**src/rtl/lom_pkg.sv**
```systemverilog
// Shared types and constants of the limit order matcher.
`default_nettype none
package lom_pkg;

    localparam int PRICE_LEVELS_DEF = 16;
    localparam int LEVEL_DEPTH_DEF  = 4;
    localparam int MAX_RESULTS      = 64;

    typedef struct packed {
        logic        is_sell;
        logic [3:0]  price_tick;
        logic [15:0] order_quantity;
        logic [15:0] agent;
    } t_in_word;

    typedef struct packed {
        logic        is_trade;
        logic [15:0] buyer_agent;
        logic [15:0] seller_agent;
        logic [3:0]  fill_price;
        logic [15:0] fill_quantity;
        logic [15:0] rested_quantity;
        logic        status;
        logic        last;
    } t_out_word;

    // controller to datapath
    typedef struct packed {
        logic clr;
        logic load;
        logic lvl_rd;
        logic next_lvl;
        logic meta_cap;
        logic fill;
        logic rest_rd;
        logic rest_wr;
        logic fin;
    } t_cmd;

    // datapath to controller
    typedef struct packed {
        logic clr_done;
        logic lvl_stop;
        logic qty_zero;
        logic meta_empty;
        logic fill_ok;
        logic fill_stay;
        logic fill_next_lvl;
        logic out_free;
    } t_sts;

endpackage
`default_nettype wire

```
**src/rtl/lom_ctrl.sv**
```systemverilog
// Sequencer of the limit order matcher.
`default_nettype none
module lom_ctrl (
    input  wire logic          i_clk,
    input  wire logic          i_rst_n,
    input  wire logic          i_in_valid,
    input  wire lom_pkg::t_sts i_sts,
    output lom_pkg::t_cmd      o_cmd,
    output logic               o_idle
);
    import lom_pkg::*;

    typedef enum logic [7:0] {
        ST_CLEAR = 8'b0000_0001,
        ST_IDLE  = 8'b0000_0010,
        ST_LVL   = 8'b0000_0100,
        ST_META  = 8'b0000_1000,
        ST_ORD   = 8'b0001_0000,
        ST_REST  = 8'b0010_0000,
        ST_RMETA = 8'b0100_0000,
        ST_FIN   = 8'b1000_0000
    } t_state;

    t_state r_state, n_state;

    always_comb begin
        n_state = r_state;
        o_cmd   = '0;
        case (r_state)
            ST_CLEAR: begin
                o_cmd.clr = 1'b1;
                if (i_sts.clr_done) n_state = ST_IDLE;
            end
            ST_IDLE: begin
                if (i_in_valid) begin
                    o_cmd.load = 1'b1;
                    n_state    = ST_LVL;
                end
            end
            ST_LVL: begin
                if (i_sts.lvl_stop || i_sts.qty_zero) begin
                    n_state = ST_REST;
                end else begin
                    o_cmd.lvl_rd = 1'b1;
                    n_state      = ST_META;
                end
            end
            ST_META: begin
                if (i_sts.meta_empty) begin
                    o_cmd.next_lvl = 1'b1;
                    n_state        = ST_LVL;
                end else begin
                    o_cmd.meta_cap = 1'b1;
                    n_state        = ST_ORD;
                end
            end
            ST_ORD: begin
                if (i_sts.fill_ok) begin
                    o_cmd.fill = 1'b1;
                    if (i_sts.fill_stay) begin
                        n_state = ST_ORD;
                    end else if (i_sts.fill_next_lvl) begin
                        o_cmd.next_lvl = 1'b1;
                        n_state        = ST_LVL;
                    end else begin
                        n_state = ST_REST;
                    end
                end
            end
            ST_REST: begin
                if (i_sts.qty_zero) begin
                    n_state = ST_FIN;
                end else begin
                    o_cmd.rest_rd = 1'b1;
                    n_state       = ST_RMETA;
                end
            end
            ST_RMETA: begin
                o_cmd.rest_wr = 1'b1;
                n_state       = ST_FIN;
            end
            ST_FIN: begin
                if (i_sts.out_free) begin
                    o_cmd.fin = 1'b1;
                    n_state   = ST_IDLE;
                end
            end
            default: n_state = ST_CLEAR;
        endcase
    end

    assign o_idle = (r_state == ST_IDLE);

    always_ff @(posedge i_clk) begin
        if (!i_rst_n) begin
            r_state <= ST_CLEAR;
        end else begin
            r_state <= n_state;
        end
    end

endmodule
`default_nettype wire

```
**config.mk**
```make
export PLATFORM = sky130hd
export DESIGN_NAME = lom_ctrl
export DESIGN_NICKNAME = d
export VERILOG_FILES = /design/src/rtl/lom_pkg.sv /design/src/rtl/lom_ctrl.sv
export SDC_FILE = /design/constraint.sdc
export NUM_CORES = 1
export LEC_CHECK = 0
export BUFFER_PORTS_ARGS = -buffer_cell sky130_fd_sc_hd__buf_2
export CAP_MARGIN = 20
export CELL_PAD_IN_SITES_DETAIL_PLACEMENT = 0
export CELL_PAD_IN_SITES_GLOBAL_PLACEMENT = 1
export CORE_MARGIN = 2
export CORE_UTILIZATION = 39
export CTS_BUF_LIST = sky130_fd_sc_hd__clkbuf_4 sky130_fd_sc_hd__clkbuf_8
export DETAILED_ROUTE_END_ITERATION = 6
export PLACE_DENSITY_LB_ADDON = 0.1
export SKIP_LAST_GASP = 1
export SYNTH_ARGS = -nofsm -noshare
export SYNTH_HDL_FRONTEND = slang
export SYNTH_SLANG_ARGS = --single-unit
```
**constraint.sdc**
```tcl
create_clock -name i_clk -period 4.9 [get_ports i_clk]
set_clock_uncertainty 0.15 [all_clocks]
set_input_delay 0.245 -clock i_clk [delete_from_list [all_inputs] [get_ports i_clk]]
set_output_delay 0.245 -clock i_clk [all_outputs]
set_load 0.02 [all_outputs]
```
# Yosys cells after proc, flatten, opt, wreduce, memory -nomap -nowiden
# Cells that the tools add are included.
dict set report totals {
  input_bits 11
  register_bits 8
  out_inout_bits 10
  wordCells 44
}
dict set report op_classes {
  n_eq_ne 12
  reduce_logical 2
  mux 29
}
# op n
set op_table {}
lappend op_table {{one-hot mux 8 bit (8 select lines)} 1}
lappend op_table {{2-to-1 mux 8 bit} 6}
lappend op_table {{2-to-1 mux 1 bit} 18}
lappend op_table {{2-to-1 mux 6 bit} 2}
lappend op_table {{== test 8 x 1 -> 1 bit, second input constant} 1}
lappend op_table {{== test 8 x 2 -> 1 bit, second input constant} 1}
lappend op_table {{== test 8 x 3 -> 1 bit, second input constant} 1}
lappend op_table {{== test 8 x 4 -> 1 bit, second input constant} 1}
lappend op_table {{== test 8 x 5 -> 1 bit, second input constant} 1}
lappend op_table {{== test 8 x 6 -> 1 bit, second input constant} 1}
lappend op_table {{== test 8 x 7 -> 1 bit, second input constant} 1}
lappend op_table {{== test 8 bit, second input constant} 1}
lappend op_table {{inequality test 2 bit, second input constant} 4}
lappend op_table {{2-to-1 mux 5 bit} 1}
lappend op_table {{AND reduction 4 bit} 1}
lappend op_table {{one-hot mux 1 bit (2 select lines)} 1}
lappend op_table {{logical OR 1 bit} 1}

# Depth between registers and ports, before layout
# Gate-level depths: netlist of the first run.
dict set report depth {
  depth_word 4
  mapped_depth 6
}

# Worst setup path after synthesis of the first run
# No wires, ideal clock.
dict set report synth_path {
  path_type {register to output}
  startpoint {register r_state[2]}
  endpoint {output port o_cmd[7] (netlist bit)}
  arrival_time_ns 1.807
  required_ns 4.505
  n_path_buf 1
  setup_slack_ns 2.698
  path_stages_with_launch 6
  path_cell_list {dfxtp_1 or4_1 buf_2 or3_4 nor2_4 and2_1}
}
# item line_no
set synth_rtl {}
lappend synth_rtl {{from (decl)} lom_ctrl.sv:24} ;# t_state r_state, n_state;
lappend synth_rtl {{from (signal assigned)} lom_ctrl.sv:98} ;# r_state <= n_state;
lappend synth_rtl {{to (decl)} lom_ctrl.sv:8} ;# output lom_pkg::t_cmd o_cmd,

==> results of run 1 <==
-- critical path: stages (launching register included) --
cell and delay (ps):
dfxtp_1 380, nor4_1 530, nand4b_1 420, nor2_1 180, nand2_1 90, o21ai_0 140, buf_2 180
-- metrics by stage --
step | cells | worst slack [ps] | area, um^2 | total power, W | hold slack (ps)
3_3_place_gp | 109 | 2660 | 718 | 0.000208 | 354
2_1_floorplan | 77 | 2700 | 619 | 0.000185 | 182
3_5_place_dp | 109 | 2600 | 718 | 0.000209 | 352
4_1_cts | 112 | 2320 | 741 | 0.000260 | 88.3
6_report | 112 | 2320 | 741 | 0.000258 | 89.0
5_1_grt | 112 | 2060 | 741 | 0.000278 | 102
-- report_power, final --
group / switching [W] / internal (W) / total, W
Sequential: 0.0000193 / 0.0000737 / 0.0000929
Combinational: 0.0000607 / 0.0000544 / 0.000115
Clock: 0.0000218 / 0.0000280 / 0.0000498
-- logic make-up after synthesis --
group / Yosys count
AND/OR/NAND/NOR: 40
XOR/XNOR: 1
buffers and inverters: 11
multiplexers: 1
flip-flops: 8
AO/OA/AOI/OAI: 16
-- final timing paths --
check	cells after the start	start	endpoint	slack, ps
min reg2reg	2	r_state[0]$_SDFFE_PN1P_	r_state[0]$_SDFFE_PN1P_	430
min	2	i_rst_n	r_state[0]$_SDFFE_PN1P_	90
max reg2reg	5	r_state[0]$_SDFFE_PN1P_	r_state[1]$_SDFFE_PN0P_	2750
max	6	r_state[0]$_SDFFE_PN1P_	o_cmd[5]	2320
-- cells in the final DEF (no fill, tap or decap), drive strengths merged, types with 2 or more instances in the layout --
master,synthesis,layout
clkbuf,2,3
nand4b,3,3
and2,4,4
nor3,2,2
nor2,8,8
buf,2,20
nor3b,2,2
nor4b,2,2
dfxtp,8,8
or4,2,2
nor4,3,3
nand3b,2,2
a21oi,4,4
nand2,2,2
o21ai,6,6
or3,2,2
or2b,2,2
inv,7,7
-- area by class of cell --
class | count | area (um^2) | share of cell area
multi-input cells | 58 | 412 | 0.556
flip-flops and latches | 8 | 160 | 0.216
repair buffers | 20 | 100 | 0.135
inverters | 7 | 26.3 | 0.0355
clock buffers | 3 | 22.5 | 0.0304
well taps | 16 | 20.0 | 0.0270
-- cells in the mapped netlist --
master,count
dfxtp_1,8
nor2_1,7
inv_1,6
o21ai_0,6
a21oi_1,4
and2_1,4
nand4b_1,3
nor4_1,3
nand2_1,2
nand3b_1,2
nor3_1,2
nor3b_1,2
nor4b_1,2
or2b_2,2
or4_1,2
a311oi_2,1
and3b_1,1
and4bb_2,1
buf_2,1
buf_4,1
clkbuf_1,1
clkbuf_2,1
inv_2,1
mux2i_1,1
nand3_1,1
nor2_4,1
nor2b_1,1
o21a_1,1
o22a_2,1
o22ai_4,1
o32a_1,1
o41ai_1,1
or2_2,1
or3_1,1
or3_4,1
or4b_1,1
xor2_1,1
-- per-layer routing --
layer / up-vias / part of all wire / GRT usage
met5: - / 0 / 0
met1: 283 / 0.46 / 0.196
met3: 4 / 0.043 / 0.0292
met2: 16 / 0.48 / 0.253
met4: 0 / 0.017 / 0.0970
li1: 322 / - / -
==> results_dict.tcl, run 1 <==
set metrics [dict create \
    ys_seq_elements 8 \
    gp_congestion 0.703 \
    crit_type "flip-flop to primary output" \
    fin_crit_ps 2580 \
    cap_violations 0 \
    initial_utilization 0.416 \
    slew_violations 0 \
    overflow 0 \
    drt-initial-drc-count 7 \
    die_area_um2 1920 \
    wl_per_cell_um 12.2 \
    postCtsSetupRepairBufs 0 \
    largest_register_ff_count 8 \
    final_hold_viol_count 0 \
    wl_mm 1.36 \
    final_util 0.497 \
    drc_errors 0 \
    hpwl_mm 1.09 \
    antenna_cells 0 \
    grt_antenna_before_repair 0 \
    drive_above_1_share 0.344 \
    min_period_over_period 0.526 \
    muxShareOfSynthArea 0.0162 \
    cts_max_path_buffers 2 \
    synth.distinct_cells 37 \
    fillers 159 \
    viasPerCell 5.58 \
    clk_pin_slew_ps 50 \
    numCtsBuffers 3 \
    synthAdderAreaFrac 0 \
    dieHeight_um 43.9 \
    dr.pass1.iters 4 \
    yosys_warnings 0 \
    synthTopCellsByArea "dfxtp_1 26%, o21ai_0 4.8%, nor2_1 4.2%, nand4b_1 4.2%, and2_1 4.0%" \
    tightest_slew_ps 545 \
    core-area_um2 1490 \
    grt_usage 0.159 \
    synth_xor_area_frac 0.0141 \
    vias 625 \
    worst_setup_path_start_kind "flip-flop" \
    clk_latency_ps 250 \
    ctsHtreeMaxLevel 1 \
    num_rows 14 \
    largest_register "r_state" \
    critical_path_arrival_ps 2180 \
    pin_count 21 \
    root_buffer "clkbuf_4" \
    synth_compound_area_frac 0.196 \
    crit_path_end_kind "primary output" \
    synthesis.nets 88 \
    syn_area_um2 619 \
    yosys.area_share.simple 0.438 \
    area_growth_pct 19.6 \
    cts_sinks 8 \
    status "complete, no violations" \
    synthCells 77 \
    syn_avg_cell_area_um2 8.04 \
    crit_fanout 11 \
    synth_top_area_share 0.259 \
    rsz0062_at_grt "no" \
    ctsHoldBuffers 0 \
    grt_max_degree 12 \
    worstHoldPathType "input port to flip-flop" \
    reg.largest.list "r_state: 8 flops" \
    finalSetupTns_ps 0 \
    leakagePower_nw 0.329 \
    vdd_drop_max_mv 0.170 \
    grt_pass1_vias 557 \
    yosys.area.top_type "dfxtp_1" \
    port_buffers 20 \
    drt.antenna.violating_nets 0 \
    fmaxAchievable_ghz 0.388 \
    synth_top_family_by_area "simple AND/OR/NAND/NOR gates" \
    ys_seq_area_frac 0.259 \
    cts_resized 0 \
    required_ps 4510 \
    die_x_um 43.9 \
    p_per_area_nw_per_um2 348 \
    slew_headroom 0.633 \
    cts_tree "done" \
    final_nets 109 \
    setup_violations 0 \
    grt_pass1_wl_mm 2.28 \
]
Power figures use the tool's default switching activity.
==> inputs of run 2 (changes only) <==
Settings changed: CORE_UTILIZATION 39 to 36.
Clock period 4.9 ns to 2.7 ns, I/O delays scaled along.
==> run 2 against run 1 <==
Sequential cell count did not move. Cell count increased by 0.89%. Global-route usage is 0.74 points lower. Combinational power rose by 83%. Via count is 1.4% lower. Worst hold slack worse by 36 ps. Final area is 1.4% higher. First-iteration DRC count is 14% higher. Critical path type unchanged.
==> results_dict.tcl, run 2 (same netlist as run 1, synthesis figures left out) <==
set metrics [dict create \
    status "complete, no violations" \
    hpwl_mm 1.08 \
    min_path_cells 3 \
    vdd_drop_max_mv 0.259 \
    viasPerCell 5.45 \
    crit_fanout 11 \
    path_cells "nor4_1 -> nand4b_1 -> nor2_1 -> nand2_1 -> o21ai_0 -> buf_2" \
    critPathBufInv 1 \
    cts_sinks 8 \
    clk_latency_ps 250 \
    ctsHtreeMaxLevel 1 \
    numCtsBuffers 3 \
    power_frac_comb 0.448 \
    core-area_um2 1560 \
    required_ps 2410 \
    wl_mm 1.38 \
    mostFrequentLayoutCells "20 x buf_2, 8 x dfxtp_1, 7 x nor2_1" \
    drt.antenna.violating_nets 0 \
    reg.largest.list "r_state: 8 flops" \
    r2r_end "r_state[1]$_SDFFE_PN0P_" \
    r2r_cells 5 \
    hold-worst-slack_ps 52.8 \
    cts_tree "done" \
    multiInputGateArea_um2 412 \
    crit_type "flip-flop to primary output" \
    slew_violations 0 \
    fin_crit_ps 2420 \
    wl_per_cell_um 12.2 \
    worstHoldPathType "input port to flip-flop" \
    gp_congestion 0.783 \
    port_buffers 20 \
    tightest_slew_ps 519 \
    grt_antenna_before_repair 0 \
    r2r-start "r_state[2]$_SDFFE_PN0P_" \
    slew_headroom 0.651 \
    min_period_over_period 0.898 \
    grt_usage 0.151 \
    power.share.switching 0.394 \
    cts_resized 0 \
    cp_slowest_stage_delay_ps 510 \
    root_buffer "clkbuf_4" \
    cap_violations 0 \
    antenna_cells 0 \
    cts_max_path_buffers 2 \
    p_seq_frac 0.361 \
    slowest_stage "nor4_1" \
    crit_path_end_kind "primary output" \
    num_rows 14 \
    largest_register "r_state" \
    hold_end "r_state[2]$_SDFFE_PN0P_" \
    area_growth_pct 21.2 \
    r2r_setup_slack_ps 570 \
    mostFrequentLayoutCell "buf_2" \
    drc_errors 0 \
    die_area_um2 2070 \
    fillers 167 \
    postCtsSetupRepairBufs 0 \
    grt_pass1_vias 516 \
    overflow 0 \
    dr.pass1.iters 4 \
    worst_setup_path_start_kind "flip-flop" \
    hp-start "i_sts[1]" \
    grt_pass1_wl_mm 2.21 \
    pre_cts_ws_ps 560 \
    timing.final.ws_setup_ps 277 \
    die_x_um 45.5 \
    grt_max_degree 12 \
    final_util 0.482 \
    final_nets 110 \
    initial_utilization 0.397 \
    finalSetupTns_ps 0 \
    leakagePower_nw 0.333 \
    drt-initial-drc-count 8 \
    seqCellArea_um2 160 \
    clk_pin_slew_ps 60 \
    largest_register_ff_count 8 \
    fmaxAchievable_ghz 0.413 \
    power_switching_w 0.000185 \
    cp.depth 6 \
    drive_above_1_share 0.340 \
    final_hold_viol_count 0 \
    p_per_area_nw_per_um2 625 \
    pin_count 21 \
    critical_path_arrival_ps 2140 \
    setup_violations 0 \
    clockPowerShare 0.191 \
    dieHeight_um 45.5 \
    power.internal_w 0.000284 \
    cp_top_family "simple AND/OR/NAND/NOR gates" \
    rsz0062_at_grt "no" \
    vias 616 \
]
-- run 2: cell types whose count changed in the layout (fill, tap and decap cells not counted), sizes merged --
cell / change
dlygate4sd3: +1
-- run 2: through the flow --
stage / total power, W / cells / instance area [um^2]
3_5_place_dp: 0.000382 / 109 / 718
2_1_floorplan: 0.000336 / 77 / 619
6_report: 0.000469 / 113 / 751
5_1_grt: 0.000511 / 113 / 751
3_3_place_gp: 0.000383 / 109 / 718
4_1_cts: 0.000475 / 113 / 751
-- run 2: worst reg2reg max path, cell delays in order (launching register included) --
cell	delay [ps]
dfxtp_1	350
or4_1	680
or3_4	420
o22ai_4	150
mux2i_1	200
nor2b_1	60
-- run 2: routing by layer --
| layer | GRT usage | vias to the layer above | wire [um] |
|---|---|---|---|
| met5 | 0 | - | 0 |
| met4 | 0.0882 | 0 | 12 |
| met3 | 0.0238 | 2 | 68 |
| met2 | 0.231 | 18 | 619 |
| met1 | 0.200 | 275 | 676 |
| li1 | - | 321 | - |
-- run 2: final cells by class --
class	instances	share of cell area
Clock buffer	3	0.0300
Inverter	7	0.0350
Multi-Input combinational cell	58	0.548
Sequential cell	8	0.213
Tap cell	16	0.0267
Timing Repair Buffer	21	0.147
-- run 2: worst max-delay path by stage --
stage / slack, ps / from / end
after floorplan: 610 / r_state[2]$_SDFFE_PN0P_ / o_cmd[7]
after global placement: 570 / r_state[2]$_SDFFE_PN0P_ / o_cmd[7]
after detailed placement: 560 / r_state[6]$_SDFFE_PN0P_ / o_cmd[5]
after CTS: 270 / r_state[0]$_SDFFE_PN1P_ / o_cmd[5]
after global routing: 20 / r_state[1]$_SDFFE_PN0P_ / o_cmd[5]
final: 280 / r_state[0]$_SDFFE_PN1P_ / o_cmd[5]
-- run 2: timing repair --
item / in CTS / in global routing
endpoints found under the hold margin: 1 / 0
endpoints found under the setup margin: 0 / 0
hold buffers: 1 / 0
-- run 2: power groups by stage --
stage	logic, W	registers [W]	clock network [W]
2_1_floorplan	0.000194	0.000142	0
3_3_place_gp	0.000214	0.000169	0
3_5_place_dp	0.000211	0.000170	0
4_1_cts	0.000213	0.000168	0.0000944
5_1_grt	0.000236	0.000174	0.000100
6_report	0.000210	0.000169	0.0000896
